### config.mk
export PLATFORM = sky130hd
export DESIGN_NAME = char_lcd_nibble_write_sequencer_core
export DESIGN_NICKNAME = d
export VERILOG_FILES = /design/src/hdl/lcdseq_pkg.sv /design/src/hdl/lcdseq_front.sv /design/src/hdl/lcdseq_queue.sv /design/src/hdl/lcdseq_back.sv /design/src/hdl/char_lcd_nibble_write_sequencer_core.sv
export SDC_FILE = /design/constraint.sdc
export NUM_CORES = 1
export LEC_CHECK = 0
export BUFFER_PORTS_ARGS = -buffer_cell sky130_fd_sc_hd__buf_4
export CORE_MARGIN = 8
export CORE_UTILIZATION = 55
export CTS_BUF_LIST = sky130_fd_sc_hd__clkbuf_2
export DETAILED_ROUTE_END_ITERATION = 8
export PLACE_DENSITY = 0.75
export SYNTH_ARGS = -nofsm -noshare
export SYNTH_HDL_FRONTEND = slang
export SYNTH_HIERARCHICAL = 1
export SYNTH_SLANG_ARGS = --single-unit
### constraint.sdc
create_clock -name clk -period 3.75 [get_ports clk]
set_input_delay 0.75 -clock clk [delete_from_list [all_inputs] [get_ports clk]]
set_output_delay 0.75 -clock clk [all_outputs]
set_load 0.05 [all_outputs]
### src/hdl/lcdseq_pkg.sv
package lcdseq_pkg;

    // Request codes
    localparam logic [2:0] FUNC_CMD    = 3'd0;
    localparam logic [2:0] FUNC_DATA   = 3'd1;
    localparam logic [2:0] FUNC_CURSOR = 3'd2;
    localparam logic [2:0] FUNC_CLEAR  = 3'd3;
    localparam logic [2:0] FUNC_INIT   = 3'd4;

    localparam logic [7:0]  STROBE_HOLD_RESET = 8'd20;
    localparam logic [7:0]  CLEAR_CMD         = 8'h01;
    localparam int          EXTRA_W           = 14;      // largest extra is 10 ms
    localparam logic [EXTRA_W-1:0] CLEAR_EXTRA_US = 14'd2000;
    localparam logic [15:0] POWER_UP_WAIT_US  = 16'd50000;

    localparam int          IDX_W             = 6;
    localparam logic [IDX_W-1:0] BYTE_LAST_IDX = 6'd3;   // four phases per byte
    localparam logic [IDX_W-1:0] INIT_LAST_IDX = 6'd36;  // wait + nine bytes
    localparam logic [3:0]  INIT_LAST_CMD     = 4'd8;

    // One queued job for the back end
    typedef struct packed {
        logic               is_init;
        logic               rs;
        logic [7:0]         value;
        logic [EXTRA_W-1:0] extra_us;
    } job_t;

    typedef struct packed {
        logic full;
        logic empty;
    } q_status_t;

    // One pin phase
    typedef struct packed {
        logic        drive;
        logic        rs;
        logic [3:0]  nibble;
        logic        en;
        logic [15:0] hold_us;
        logic        last;
    } phase_t;

    function automatic logic [7:0] row_base(input logic [1:0] row);
        logic [7:0] b;
        case (row)
            2'd0:    b = 8'h80;
            2'd1:    b = 8'hC0;
            2'd2:    b = 8'h94;
            2'd3:    b = 8'hD4;
            default: b = 8'h80;
        endcase
        return b;
    endfunction

    function automatic logic [7:0] init_cmd(input logic [3:0] i);
        logic [7:0] c;
        case (i)
            4'd0:    c = 8'h30;
            4'd1:    c = 8'h30;
            4'd2:    c = 8'h30;
            4'd3:    c = 8'h20;
            4'd4:    c = 8'h28;
            4'd5:    c = 8'h08;
            4'd6:    c = 8'h01;
            4'd7:    c = 8'h06;
            4'd8:    c = 8'h0C;
            default: c = 8'h00;
        endcase
        return c;
    endfunction

    function automatic logic [EXTRA_W-1:0] init_extra(input logic [3:0] i);
        logic [EXTRA_W-1:0] e;
        case (i)
            4'd0:    e = 14'd5000;
            4'd1:    e = 14'd1000;
            4'd2:    e = 14'd10000;
            4'd3:    e = 14'd10000;
            4'd4:    e = 14'd1000;
            4'd5:    e = 14'd1000;
            4'd6:    e = 14'd2000;
            4'd7:    e = 14'd1000;
            default: e = 14'd0;
        endcase
        return e;
    endfunction

endpackage

### src/hdl/lcdseq_front.sv
module lcdseq_front (
    input  logic                   req_valid,
    output logic                   req_stall,
    input  logic [2:0]             func,
    input  logic [7:0]             byte_value,
    input  logic [1:0]             row,
    input  logic [4:0]             column,
    input  lcdseq_pkg::q_status_t  q_status,
    output logic                   push,
    output lcdseq_pkg::job_t       job
);

    logic keep;

    assign req_stall = q_status.full;

    always_comb
    begin
        keep         = 1'b1;
        job.is_init  = 1'b0;
        job.rs       = 1'b0;
        job.value    = byte_value;
        job.extra_us = '0;
        case (func)
            lcdseq_pkg::FUNC_CMD:
            begin
                job.rs = 1'b0;
            end
            lcdseq_pkg::FUNC_DATA:
            begin
                job.rs = 1'b1;
            end
            lcdseq_pkg::FUNC_CURSOR:
            begin
                // column past 19 still just adds, wraps at 8 bits
                job.value = lcdseq_pkg::row_base(row) + {3'b000, column};
            end
            lcdseq_pkg::FUNC_CLEAR:
            begin
                job.value    = lcdseq_pkg::CLEAR_CMD;
                job.extra_us = lcdseq_pkg::CLEAR_EXTRA_US;
            end
            lcdseq_pkg::FUNC_INIT:
            begin
                job.is_init = 1'b1;
            end
            default:
            begin
                keep = 1'b0;   // unused codes are taken and dropped
            end
        endcase
    end

    assign push = req_valid && !q_status.full && keep;

endmodule

### src/hdl/lcdseq_queue.sv
module lcdseq_queue #(
    parameter int DEPTH = 2
) (
    input  logic                  clk,
    input  logic                  rst_n,
    input  logic                  push,
    input  lcdseq_pkg::job_t      push_job,
    input  logic                  pop,
    output lcdseq_pkg::job_t      head_job,
    output lcdseq_pkg::q_status_t status
);

    localparam int AW = $clog2(DEPTH);
    localparam int CW = $clog2(DEPTH + 1);

    lcdseq_pkg::job_t mem_reg [DEPTH];
    logic [AW-1:0] wr_ptr_reg, wr_ptr_next;
    logic [AW-1:0] rd_ptr_reg, rd_ptr_next;
    logic [CW-1:0] cnt_reg, cnt_next;

    assign status.full  = (cnt_reg == CW'(DEPTH));
    assign status.empty = (cnt_reg == '0);
    assign head_job     = mem_reg[rd_ptr_reg];

    always_comb
    begin
        wr_ptr_next = wr_ptr_reg;
        rd_ptr_next = rd_ptr_reg;
        cnt_next    = cnt_reg;
        if (push)
        begin
            wr_ptr_next = (wr_ptr_reg == AW'(DEPTH - 1)) ? '0 : wr_ptr_reg + 1'b1;
        end
        if (pop)
        begin
            rd_ptr_next = (rd_ptr_reg == AW'(DEPTH - 1)) ? '0 : rd_ptr_reg + 1'b1;
        end
        if (push && !pop)
        begin
            cnt_next = cnt_reg + 1'b1;
        end
        else if (pop && !push)
        begin
            cnt_next = cnt_reg - 1'b1;
        end
    end

    always_ff @(posedge clk or negedge rst_n)
    begin
        if (!rst_n)
        begin
            wr_ptr_reg <= '0;
            rd_ptr_reg <= '0;
            cnt_reg    <= '0;
        end
        else
        begin
            wr_ptr_reg <= wr_ptr_next;
            rd_ptr_reg <= rd_ptr_next;
            cnt_reg    <= cnt_next;
        end
    end

    always_ff @(posedge clk)
    begin
        if (push)
        begin
            mem_reg[wr_ptr_reg] <= push_job;
        end
    end

endmodule

### src/hdl/lcdseq_back.sv
module lcdseq_back (
    input  logic                  clk,
    input  logic                  rst_n,
    input  logic [7:0]            strobe_hold_us,
    input  logic                  head_valid,
    input  lcdseq_pkg::job_t      head_job,
    output logic                  pop,
    output logic                  phase_valid,
    input  logic                  phase_stall,
    output lcdseq_pkg::phase_t    phase,
    output logic [lcdseq_pkg::IDX_W-1:0] idx
);

    logic [lcdseq_pkg::IDX_W-1:0] idx_reg, idx_next;
    logic                         out_valid_reg, out_valid_next;
    lcdseq_pkg::phase_t           out_reg, out_next;

    logic [lcdseq_pkg::IDX_W-1:0] j;
    logic [3:0]                   cmd;
    logic [1:0]                   sub;
    logic [7:0]                   value;
    logic [lcdseq_pkg::EXTRA_W-1:0] extra;
    logic                         last_phase;
    logic                         advance;
    logic                         load;
    lcdseq_pkg::phase_t           gen;

    // phase index within the job; init has a leading wait phase
    assign j   = head_job.is_init ? (idx_reg - 1'b1)
                                  : {{(lcdseq_pkg::IDX_W-2){1'b0}}, idx_reg[1:0]};
    assign sub = j[1:0];
    assign cmd = j[5:2];
    assign value = head_job.is_init ? lcdseq_pkg::init_cmd(cmd) : head_job.value;
    assign extra = head_job.is_init ? lcdseq_pkg::init_extra(cmd) : head_job.extra_us;
    assign last_phase = head_job.is_init ? (idx_reg == lcdseq_pkg::INIT_LAST_IDX)
                                         : (idx_reg == lcdseq_pkg::BYTE_LAST_IDX);

    always_comb
    begin
        if (head_job.is_init && idx_reg == '0)
        begin
            gen.drive   = 1'b0;
            gen.rs      = 1'b0;
            gen.nibble  = 4'h0;
            gen.en      = 1'b0;
            gen.hold_us = lcdseq_pkg::POWER_UP_WAIT_US;
            gen.last    = 1'b0;
        end
        else
        begin
            gen.drive   = 1'b1;
            gen.rs      = head_job.rs;
            gen.nibble  = sub[1] ? value[3:0] : value[7:4];
            gen.en      = !sub[0];
            gen.hold_us = 16'(strobe_hold_us)
                        + ((sub == 2'd3) ? 16'(extra) : 16'd0);
            gen.last    = (sub == 2'd3)
                        && (!head_job.is_init || cmd == lcdseq_pkg::INIT_LAST_CMD);
        end
    end

    assign advance = !out_valid_reg || !phase_stall;
    assign load    = advance && head_valid;
    assign pop     = load && last_phase;

    always_comb
    begin
        idx_next       = idx_reg;
        out_valid_next = out_valid_reg;
        out_next       = out_reg;
        if (advance)
        begin
            out_valid_next = head_valid;
        end
        if (load)
        begin
            out_next = gen;
            idx_next = last_phase ? '0 : idx_reg + 1'b1;
        end
    end

    always_ff @(posedge clk or negedge rst_n)
    begin
        if (!rst_n)
        begin
            idx_reg       <= '0;
            out_valid_reg <= 1'b0;
        end
        else
        begin
            idx_reg       <= idx_next;
            out_valid_reg <= out_valid_next;
        end
    end

    always_ff @(posedge clk)
    begin
        out_reg <= out_next;
    end

    assign phase_valid = out_valid_reg;
    assign phase       = out_reg;
    assign idx         = idx_reg;

endmodule

### src/hdl/char_lcd_nibble_write_sequencer_core.sv
// channel   | valid       | stall       | word
// ----------+-------------+-------------+------------------------------------------
// request   | req_valid   | req_stall   | func, byte_value, row, column
// phase     | phase_valid | phase_stall | drive, register_select, nibble,
//           |             |             | enable_line, hold_us, last
// config    | strobe_hold_we (no stall)   | strobe_hold_wdata
//
// One phase word leaves per cycle unless phase_stall holds it: a command, data,
// cursor or clear request is 4 phases, init is 37; the back end's phase counter
// sets this. Requests enter a QUEUE_DEPTH-entry job queue; req_stall is
// high only while that queue is full. Unused func codes are taken and dropped.
// phase_stall holds the output register; the front keeps filling the queue.
// Reset (rst_n, async low) empties the queue and sets the strobe hold to 20 us.
module char_lcd_nibble_write_sequencer_core #(
    parameter int QUEUE_DEPTH = 2    // 2 to 16
) (
    input  logic        clk,
    input  logic        rst_n,

    input  logic        strobe_hold_we,
    input  logic [7:0]  strobe_hold_wdata,

    input  logic        req_valid,
    output logic        req_stall,
    input  logic [2:0]  func,
    input  logic [7:0]  byte_value,
    input  logic [1:0]  row,
    input  logic [4:0]  column,

    output logic        phase_valid,
    input  logic        phase_stall,
    output logic        drive,
    output logic        register_select,
    output logic [3:0]  nibble,
    output logic        enable_line,
    output logic [15:0] hold_us,
    output logic        last
);

    logic [7:0]                   strobe_hold_reg;
    logic                         push;
    logic                         pop;
    lcdseq_pkg::job_t             push_job;
    lcdseq_pkg::job_t             head_job;
    lcdseq_pkg::q_status_t        q_status;
    lcdseq_pkg::phase_t           phase;
    logic [lcdseq_pkg::IDX_W-1:0] idx;

    // strobe hold register; the user must write it only while idle, the block does not enforce this
    always_ff @(posedge clk or negedge rst_n)
    begin
        if (!rst_n)
        begin
            strobe_hold_reg <= lcdseq_pkg::STROBE_HOLD_RESET;
        end
        else if (strobe_hold_we)
        begin
            strobe_hold_reg <= strobe_hold_wdata;
        end
    end

    // front: decode request into a job
    lcdseq_front u_front (
        .req_valid  (req_valid),
        .req_stall  (req_stall),
        .func       (func),
        .byte_value (byte_value),
        .row        (row),
        .column     (column),
        .q_status   (q_status),
        .push       (push),
        .job        (push_job)
    );

    // job queue between front and back
    lcdseq_queue #(
        .DEPTH (QUEUE_DEPTH)
    ) u_queue (
        .clk      (clk),
        .rst_n    (rst_n),
        .push     (push),
        .push_job (push_job),
        .pop      (pop),
        .head_job (head_job),
        .status   (q_status)
    );

    // back: walk the job one phase per cycle, unless phase_stall holds it, into the output register
    lcdseq_back u_back (
        .clk            (clk),
        .rst_n          (rst_n),
        .strobe_hold_us (strobe_hold_reg),
        .head_valid     (!q_status.empty),
        .head_job       (head_job),
        .pop            (pop),
        .phase_valid    (phase_valid),
        .phase_stall    (phase_stall),
        .phase          (phase),
        .idx            (idx)
    );

    assign drive           = phase.drive;
    assign register_select = phase.rs;
    assign nibble          = phase.nibble;
    assign enable_line     = phase.en;
    assign hold_us         = phase.hold_us;
    assign last            = phase.last;

    // no write into a full queue
    a_no_overflow: assert property (@(posedge clk) disable iff (!rst_n)
        push |-> !q_status.full)
        else $error("job queue overflow");

    // back end only retires a job that is there
    a_no_underflow: assert property (@(posedge clk) disable iff (!rst_n)
        pop |-> !q_status.empty)
        else $error("job queue underflow");

    // phase counter stays inside the longest job
    a_idx_range: assert property (@(posedge clk) disable iff (!rst_n)
        idx <= lcdseq_pkg::INIT_LAST_IDX)
        else $error("phase index out of range");

    // wait-only phase leaves pins quiet and never ends a request
    a_wait_phase: assert property (@(posedge clk) disable iff (!rst_n)
        (phase_valid && !drive) |->
            (!register_select && nibble == 4'h0 && !enable_line && !last))
        else $error("wait phase with pin activity");

endmodule
### Yosys cells after proc, flatten, opt, wreduce, memory -nomap -nowiden

Memory sizes are Yosys's and may differ from the RTL's.
Index checks and enable logic that the tools add are counted.

| operators by class | value |
|---|---|
| multiplexer cells | 22 |
| reduce and logical (&&, ||, !) cells | 24 |
| eq/ne operators | 12 |
| add/sub/neg operators | 8 |

Operators with widths:

| kind | number |
|---|---|
| $mux W14 | 3 |
| $pmux W8 S4 | 1 |
| $mux W24 | 1 |
| $add A8 B16 Y16 | 1 |
| $mux W8 | 2 |
| $pmux W8 S2 | 1 |
| $mux W6 | 2 |
| $mux W11 | 1 |
| $add A8 B5 Y8 | 1 |
| $eq A2 B2 Y1 const B | 4 |
| $logic_and A1 B1 Y1 | 8 |
| $logic_not A1 Y1 | 8 |
| $mux W1 | 8 |
| $add A6 B1 Y6 const B | 1 |
| $eq A3 B2 Y1 const B | 2 |
| $eq A6 B2 Y1 const B | 1 |
| $eq A6 B6 Y1 const B | 1 |
| $logic_not A6 Y1 | 1 |
| $sub A6 B1 Y6 const B | 1 |
| $reduce_or A5 Y1 | 1 |
| $eq A4 B4 Y1 const B | 1 |
| $logic_not A2 Y1 | 2 |
| $mux W2 | 2 |
| $mux W4 | 1 |
| 9 further kinds | 11 |

| word-level totals | value |
|---|---|
| bits in read-only memories | 160 |
| RAM bits | 42 |
| output and inout bits | 26 |
| register bits | 43 |
| memories kept | 3 |

Memory list:

| name | words | bits a word | rd ports | clocked after Yosys merged registers in | wr ports | line | text |
|---|---|---|---|---|---|---|---|
| (name not given) | 16 | 6 | 1 | 0 | 0 | lcdseq_pkg.sv:58 | `case (i)` |
| (name not given) | 8 | 8 | 1 | 0 | 0 | lcdseq_pkg.sv:75 | `case (i)` |
| u_queue.mem_reg | 2 | 21 | 1 | 0 | 1 | lcdseq_queue.sv:16 | `lcdseq_pkg::job_t mem_reg [DEPTH];` |

### Depth between registers and ports, before layout

Gate-level depths: netlist of the first run.

| logic depth | value |
|---|---|
| word-level depth | 8 |
| mapped depth | 17 |

### Hierarchy

The synthesis of the first run kept the hierarchy.

Modules (own cells, without submodules):

| module | instances | cells an instance | area each (um^2) | sequential area each (um^2) |
|---|---|---|---|---|
| lcdseq_back | 1 | 257 | 2294.7 | 895.9 |
| lcdseq_queue | 1 | 91 | 2020.7 | 1541.5 |
| lcdseq_front | 1 | 43 | 364.1 | 0.0 |
| char_lcd_nibble_write_sequencer_core | 1 | 18 | 337.8 | 202.7 |

### Worst setup path after synthesis of the first run

No wires, ideal clock.

| path | value |
|---|---|
| kind | register -> register |
| start | reg u_back.idx_reg (netlist bit u_back/idx[1]) |
| end | reg u_back.out_reg (netlist bit u_back/phase[13]), data pin |
| data required time | 3.619 ns |
| slack | 0.319 ns |
| stages on the path, launching flop included | 18 |
| library setup time | 0.131 ns |
| arrival time | 3.299 ns |
| path through | dfrtp_1 buf_2 inv_1 ha_1 clkbuf_1 nor3b_1 xor2_1 nand2_1 o22ai_1 nand3_1 a21oi_1 ha_1 o21ai_0 a21oi_1 o21ai_0 nor4_1 or4_1 nand2_1 |

| on the way | value |
|---|---|
| cells in the longest elaborated chain, start to end | 7 |

RTL lines:

| what | line | text |
|---|---|---|
| start: declaration | lcdseq_back.sv:14 | `logic [lcdseq_pkg::IDX_W-1:0] idx_reg, idx_next;` |
| start signal: assignment | lcdseq_back.sv:91 | `idx_reg <= idx_next;` |
| $sub A6 B1 Y6 | lcdseq_back.sv:29 | `assign j = head_job.is_init ? (idx_reg - 1'b1)` |
| $mux W6 | lcdseq_back.sv:29 |  |
| $mem_v2 Z8 W8 | - |  |
| $mux W14 | lcdseq_pkg.sv:75 |  |
| $mux W14 | lcdseq_back.sv:34 | `assign extra = head_job.is_init ? lcdseq_pkg::init_extra(cmd) : head_job.extra_us;` |
| $mux W14 | lcdseq_back.sv:56 | `+ ((sub == 2'd3) ? 16'(extra) : 16'd0);` |
| $add A8 B16 Y16 | lcdseq_back.sv:56 |  |
| end signal: assignment | lcdseq_back.sv:98 | `out_reg <= out_next;` |
| end: declaration | lcdseq_back.sv:16 | `lcdseq_pkg::phase_t out_reg, out_next;` |

Several ways; a longest one is shown, not always the timed one.
A chain may end at the register's enable or synchronous reset.

### Worst setup path in the final report of the first run

Same ends and word-level chain as after synthesis.

==> results of run 1 <==
final cells by class:
class                   instances  area [um2]  share of cell area, %
clock inverters                 5        53.8                  0.965
inverters                      14        52.6                  0.942
repair buffers                 71         533                   9.56
well taps                     111         139                   2.49
multi-input cells             275        2100                   37.7
flip-flops and latches         91        2640                   47.3
clock buffers                  11        55.1                  0.987
repair_timing:
| item | CTS | global route |
|---|---|---|
| endpoints found under the hold margin | 0 | 0 |
| setup endpoints to repair | 0 | 6 |
| hold buffers | 0 | 0 |
| resized for setup | 0 | 2 |
| buffers inserted | 0 | 0 |
cell usage in the layout (no fill, tap or decap), types with 6 or more instances in the layout:
master,instances
ha_1,12
a21oi_1,13
and2_1,10
edfxtp_1,72
dfrtp_1,17
nor2_1,24
mux2_4,30
o21ai_0,19
buf_4,71
nand2b_1,14
conb_1,8
mux2_2,6
inv_1,13
nand3_1,10
nor3_1,7
clkbuf_2,11
nand2_1,27
xnor2_1,15
nor2b_1,10
xor2_1,11
worst paths after layout:
check	from	endpoint	slack (ns)	cells after the start
worst max-delay path	u_back/idx[1]	u_back/phase[13]	0.25	15
worst min-delay path	rst_n	strobe_hold_reg[5]	0.06	1
worst max register to register	u_back/idx[1]	u_back/phase[13]	0.25	15
worst min register to register	u_queue/wr_ptr_reg	u_queue/wr_ptr_reg	0.52	1
max in group asynchronous	rst_n	strobe_hold_reg[4]	3.39	1
min in group clk	strobe_hold_wdata[0]	strobe_hold_reg[0]	0.42	2
logic make-up (layout without fill, tap and decap cells):
kind of cell             Yosys count  count (layout)
AND/OR/NAND/NOR                  120             120
AO/OA/AOI/OAI                     67              67
buffers and inverters             50             101
XOR/XNOR                          27              27
other                              1               8
adder cells (fa/ha/maj)           14              14
flip-flops                        91              91
multiplexers                      39              39
critical path: cells and delay by family, from the launching register on:
kind	cells	cell delay, ns
simple gates	6	1.12
compound gates	5	0.91
fa+ha+maj	2	0.60
flops	1	0.42
xor+xnor	1	0.22
buf+inv	1	0.12
power groups by stage:
stage	registers, mW	clock network (mW)	logic [mW]
floorplan	2.02	0	1.47
finish	1.57	0.469	2.49
CTS	1.58	0.482	2.47
global placement	1.59	0	2.43
global route	1.61	0.514	2.69
detailed placement	1.60	0	2.46
per-stage QoR:
stage,cells,setup WS (ns),area (um2),total power [mW]
after floorplan,416,0.319,5040,3.49
after global placement,562,0.380,5460,4.02
after detailed placement,562,0.260,5460,4.06
after CTS,578,0.150,5570,4.53
after global routing,578,0.00799,5580,4.81
final,578,0.254,5580,4.53
metal layers:
layer	global-route usage [%]	vias up	part of all wire, %	wire [um]
met2	26.5	93	49	4780
li1	-	1558	-	-
met4	6.75	0	1.4	138
met1	20.7	1500	44	4320
met3	2.98	12	5.1	496
met5	0	-	0	0
==> summary.md, run 1 <==
| Metric | Value |
|---|---|
| RSZ-0062 raised after global routing | false |
| Sequential power share | a little over a third |
| GRT Util Overall | roughly 16% |
| Worst Path Arrival | ~3.9 ns |
| Setup CP Type | reg -> reg |
| DRC Markers | 0 |
| Antenna violations before repair | 0 |
| Via/cell ratio | approximately 5.5 |
| Max_cap viols | 0 |
| FMAX | between 0.2 and 0.3 GHz |
| Vias in the first global route | 3205 |
| YS warnings | 6 |
| Layout Utilization | roughly three fifths |
| Via count | ~3200 |
| Cell Int Power | about 2.6 mW |
| Synthesized instance count | 409 |
| Rel. slew slack | approximately 56% |
| Crit-path max FO | 8 |
| Cell Rows | 35 |
| Core ar. | about 9100 um2 |
| Hpwl dp | between 7000 and 8000 um |
| Die Wd | about 110 um |
| Final wirelength | just under 10000 um |
| Mean Syn Cell Area | about 12 um2 |
| Remaining antenna violation count | 0 |
| Sw frac | 43.6% |
| Post-synth EDFFs | between 70 and 80 |
| Slowest cell on the critical path | dfrtp_1 |
| Simple-gate share of the synthesized area | roughly 13% |
| Adder-Cell Fraction of Synth Area | roughly 3.6% |
| Clock Sink Count | a little over 90 |
| Gr ovfl total | 0 |
| Fillers | around 740 |
| Share of the synthesized area in the top cell type | 43.1% |
| Tcrit/Tclk final | roughly 93% |
| Final RePlAce weighted congestion | around 0.9 |
| Ranking of synthesized cells by area | edfxtp_1, mux2_4, dfrtp_1, ha_1, xnor2_1 |
| Top-count cell post-synth | edfxtp_1 |
| Net Switching | 1.98 mW |
| Element type at the critical path end | register |
| Largest net degree at the start of global routing | 26 |
| CTS clk-pin slew, worst paths | 0.24 ns |
| Top_reg_cell synth | edfxtp_1 |
| Synth Register Bits | 91 |
| Num CTS Buffers | 9 |
| Routed WL per cell | approximately 17 um |
| Max reg flops | 48 |
| Max incr delay on CP | roughly 0.42 ns |
| Most area-hungry cell type in the Yosys netlist | edfxtp_1 |
| Mapped cell area | 5020 um2 |
| Worst hold slack | around 0.056 ns |
| Clock power frac | 10.3% |
| Crit path launch type | register |
| I/O pins | 57 |
| CTS tree | done |
| Initial DRC Count | 183 |
| Max clock buf depth | 2 |
| VDD IR max | 0.375 mV |
| Mux cell area share after synthesis | between 10% and 20% |
| Synth top cells by count | edfxtp_1, mux2_4, nand2_1 |
| CP cell instances | inv_1 -> ha_2 -> nor3b_2 -> xor2_1 -> nand2_1 -> o22ai_1 -> nand3_1 -> a21oi_1 -> ha_1 -> o21ai_0 -> a21oi_1 -> o21ai_0 -> nor4_1 -> or4_1 -> nand2_1 |
| HP Class | in -> async |
| Final Hold Fails | 0 |
| Async SR Flop Fraction | 20.9% |
| Die height | roughly 110 um |
| Max Slew Vio Count | 0 |
| Largest family of logic cells by synthesized area | simple AND/OR/NAND/NOR gates |
| Initial core utilization | 55.3% |
| Layout Nets | a little over 500 |
| Setup TNS | 0 ns |
| Clk_skew | 0.0229 ns |
| Power Dens Cells | ~800 nW/um2 |
| Clk_lat worst skew | between 0.5 and 0.6 ns |
| Comb power frac | between 50% and 60% |
| Distinct cells, synth | 58 |
| Share of layout cells above drive strength 1 | between 20% and 30% |
| Crit path time final | 3.50 ns |
| Leakage | between 2 and 2.5 nW |
| Setup Viol. Count Final | 0 |
| Initial DRT Pass Iterations | 7 |
| Post-synthesis compound-gate area fraction | roughly 8.8% |
| Number of diodes | 0 |
| Post-synthesis sequential area ratio | 52.6% |
| Status | completed |
| H-Tree Depth | 3 |
| Worst path required time | ~4.2 ns |
| Xor/xnor share of the synthesized area | about 5.0% |
| Die Area | 12400 um2 |
| First-pass GRT wire length | about 16000 um |
| Root Buffer | clkbuf_2 |
| Input/output buffers | 56 |
| Tightest Pin Transition | around 0.65 ns |
| Area Growth Syn to Fin | 11.1% |
Note: power is estimated with default switching activity, not from simulation.
==> inputs of run 2 (changes only) <==
--- a/config.mk
+++ b/config.mk
@@ -7,11 +7,11 @@
 export LEC_CHECK = 0
 export BUFFER_PORTS_ARGS = -buffer_cell sky130_fd_sc_hd__buf_4
 export CORE_MARGIN = 8
-export CORE_UTILIZATION = 55
+export CORE_UTILIZATION = 30
 export CTS_BUF_LIST = sky130_fd_sc_hd__clkbuf_2
 export DETAILED_ROUTE_END_ITERATION = 8
-export PLACE_DENSITY = 0.75
+export PLACE_DENSITY = 0.47
 export SYNTH_ARGS = -nofsm -noshare
 export SYNTH_HDL_FRONTEND = slang
-export SYNTH_HIERARCHICAL = 1
 export SYNTH_SLANG_ARGS = --single-unit
+export TNS_END_PERCENT = 20
==> run 2 against run 1 <==
Against the previous run:
- first-iteration DRC count shrank 31%
- design area shrank 24%
- die area grew 24%
- clock power shrank 7.9%
- wire length shrank 14%
- critical path depth shrank 3
- non-clock buffer count shrank 4
- clock-buffer cell count shrank 2
- critical endpoint is now u_back.phase[11]
- highest routed layer unchanged
==> summary.md, run 2 <==
| Metric | Value |
|---|---|
| Clk_skew | roughly 0.027 ns |
| Final Hold Fails | 0 |
| Crit path top cell by count | ha_1 |
| Clk_lat worst skew | 0.53 ns |
| Crit path time final | between 3 and 4 ns |
| Crit path launch type | register |
| Via/cell ratio | approximately 5 |
| Gr ovfl total | 0 |
| Met2 routed WL | a little under 4000 um |
| GRT Util Overall | between 10% and 20% |
| Fillers | 1163 |
| Mean Syn Cell Area | between 10 and 15 um2 |
| Mapped cell area | 3520 um2 |
| Max reg flops | 23 |
| Max Slew Vio Count | 0 |
| Most common cell after layout, fill and taps aside | buf_4 |
| Slowest cell on the critical path | ha_1 |
| Element type at the critical path end | register |
| Remaining antenna violation count | 0 |
| Area Growth Syn to Fin | 20.2% |
| Top_reg_cell synth | edfxtp_1 |
| CP delay by family, top | compound AO/OA/AOI/OAI gates |
| VDD IR max | 0.375 mV |
| Final RePlAce weighted congestion | about 0.84 |
| Worst path bufs/invs | 1 |
| RSZ-0062 raised after global routing | false |
| Tcrit/Tclk final | about nine tenths |
| Input/output buffers | 56 |
| Met1 WL | ~3700 um |
| Top-count cell post-synth | edfxtp_1 |
| Clock Sink Count | 64 |
| CTS clk-pin slew, worst paths | approximately 0.20 ns |
| Met3 WL | ~430 um |
| Clock power frac | 11.8% |
| Via count | ~2600 |
| Hold Buf Count CTS | 0 |
| Die Area | 15400 um2 |
| Distinct cells, synth | 62 |
| Synth top cells by count | edfxtp_1, nand2_1, nor2_1 |
| Final cell count without fillers | 529 |
| Final wirelength | 8330 um |
| Syn Nets | roughly 370 |
| Comb power frac | 55.9% |
| Cell Int Power | 1.94 mW |
| Initial DRC Count | ~130 |
| Share of the synthesized area in the top cell type | between 30% and 40% |
| Cell Rows | 39 |
| Initial core utilization | a little under a third |
| Worst path required time | roughly 4 ns |
| Routed WL per cell | roughly 16 um |
| Post-synthesis sequential area ratio | 52.0% |
| Async SR Flop Fraction | between 20% and 30% |
| I/O pins | 57 |
| Die height | 124 um |
| Max Used Layer | met4 |
| Sequential power share | about 32% |
| HP Class | in -> async |
| Commonest cells after routing, fill and taps aside | buf_4, edfxtp_1, nand2_1 |
| Setup TNS | 0 ns |
| H-Tree Depth | 3 |
| Largest net degree at the start of global routing | 26 |
| Power Dens Cells | between 800 and 900 nW/um2 |
| First-pass GRT wire length | 13900 um |
| Tightest Pin Transition | 0.538 ns |
| Leakage | between 1.5 and 2 nW |
| Antenna violations before repair | 1 |
| FMAX | between 0.2 and 0.3 GHz |
| Worst Path Arrival | about 3.7 ns |
| Root Buffer | clkbuf_2 |
| Status | completed |
| Most area-hungry cell type in the Yosys netlist | edfxtp_1 |
| Post-synth EDFFs | 45 |
| Max incr delay on CP | between 0.5 and 0.6 ns |
| Synthesized instance count | between 300 and 400 |
| Layout Nets | around 420 |
| CTS tree | done |
| Net Switching | roughly 1.7 mW |
| Ranking of synthesized cells by area | edfxtp_1, dfrtp_1, ha_1, nand2_1, o21ai_0 |
| Num CTS Buffers | 9 |
| Share of layout cells above drive strength 1 | approximately 28% |
| # placed instances | just over 500 |
| Crit-path max FO | 16 |
| Core ar. | 11400 um2 |
| Max clock buf depth | 2 |
| CP cell instances | inv_1 -> ha_1 -> nand2b_1 -> a21boi_0 -> o31ai_1 -> nor2b_1 -> ha_1 -> a211oi_1 -> o21bai_1 -> a21oi_1 -> xor2_1 -> nor3_2 |
| Die Wd | ~120 um |
| Vias in the first global route | 2690 |
| DRC Markers | 0 |
| Hpwl dp | ~6300 um |
| Sw frac | a little under half |
| YS warnings | 0 |
| Setup Viol. Count Final | 0 |
| Max_cap viols | 0 |
| Setup CP Type | reg -> reg |
| Post-cts sizing count | 0 |
| Layout Utilization | a little under two fifths |
| Rel. slew slack | between 60% and 70% |
| Synth Register Bits | 64 |
| Initial DRT Pass Iterations | 4 |
| Post-CTS Setup Inserts | 0 |
==> run 2: cell count changes after synthesis, moves of 6 or more <==
cell,delta
edfxtp_1,-27
xnor2_1,-7
nand2b_1,-6
buf_4,-13
mux2_4,-29
xor2_1,-8
inv_1,-6
==> run 2: cell type report <==
class	instances	area (um2)	area share [%]
clock inverter	7	71.3	1.69
sequential	64	1830	43.3
clock buffer	9	45.0	1.07
antenna	1	2.50	0.0592
multi-input combinational	231	1570	37.2
timing repair buffer	67	503	11.9
inverter	7	26.3	0.622
tap	143	179	4.23
==> run 2: final timing paths <==
kind / from / end / depth (start not counted) / slack [ns]
hold / removal: rst_n / strobe_hold_reg[5] / 1 / 0.05
setup reg to reg: u_back.idx[0] / u_back.phase[11] / 12 / 0.35
setup / recovery: u_back.idx[0] / u_back.phase[11] / 12 / 0.35
hold reg to reg: u_queue.wr_ptr_reg / u_queue.wr_ptr_reg / 1 / 0.50
max in group asynchronous: rst_n / strobe_hold_reg[2] / 1 / 3.39
min in group clk: phase_stall / u_back.phase_valid / 3 / 0.42
==> run 2: per-layer routing <==
metal  track usage [%]  vias to the layer above
met5                 0                        -
met4              6.24                        0
met3              3.11                       16
met2              17.9                       60
met1              13.0                     1235
li1                  -                     1302
==> run 2: cell families after synthesis <==
| logic type | count (synthesis) | synth area share [%] |
|---|---|---|
| AOI/OAI and AO/OA | 75 | 14.1 |
| xor gates and xnor gates | 11 | 2.74 |
| DFF | 64 | 52.0 |
| and+or+nand+nor | 115 | 17.1 |
| adders and majority gates | 13 | 4.84 |
| muxes | 17 | 5.62 |
| buffers and inverters | 28 | 3.66 |
==> run 2: per-stage QoR <==
| step | total power [mW] | instance area, um2 | setup WS [ns] | hold slack [ns] |
|---|---|---|---|---|
| after detailed placement | 3.26 | 4110 | 0.426 | 0.484 |
| after floorplan | 2.69 | 3520 | 0.407 | 0.454 |
| after global placement | 3.27 | 4110 | 0.490 | 0.474 |
| final | 3.66 | 4230 | 0.351 | 0.0533 |
| after CTS | 3.71 | 4220 | 0.368 | 0.0277 |
| after global routing | 3.92 | 4230 | 0.0293 | 0.0450 |
==> run 2: power by group through the flow <==
stage	Sequential (mW)	Combinational (mW)	Clock, mW
global route	1.21	2.24	0.473
global placement	1.20	2.07	0
CTS	1.19	2.07	0.448
finish	1.18	2.05	0.432
floorplan	1.58	1.12	0
detailed placement	1.21	2.06	0
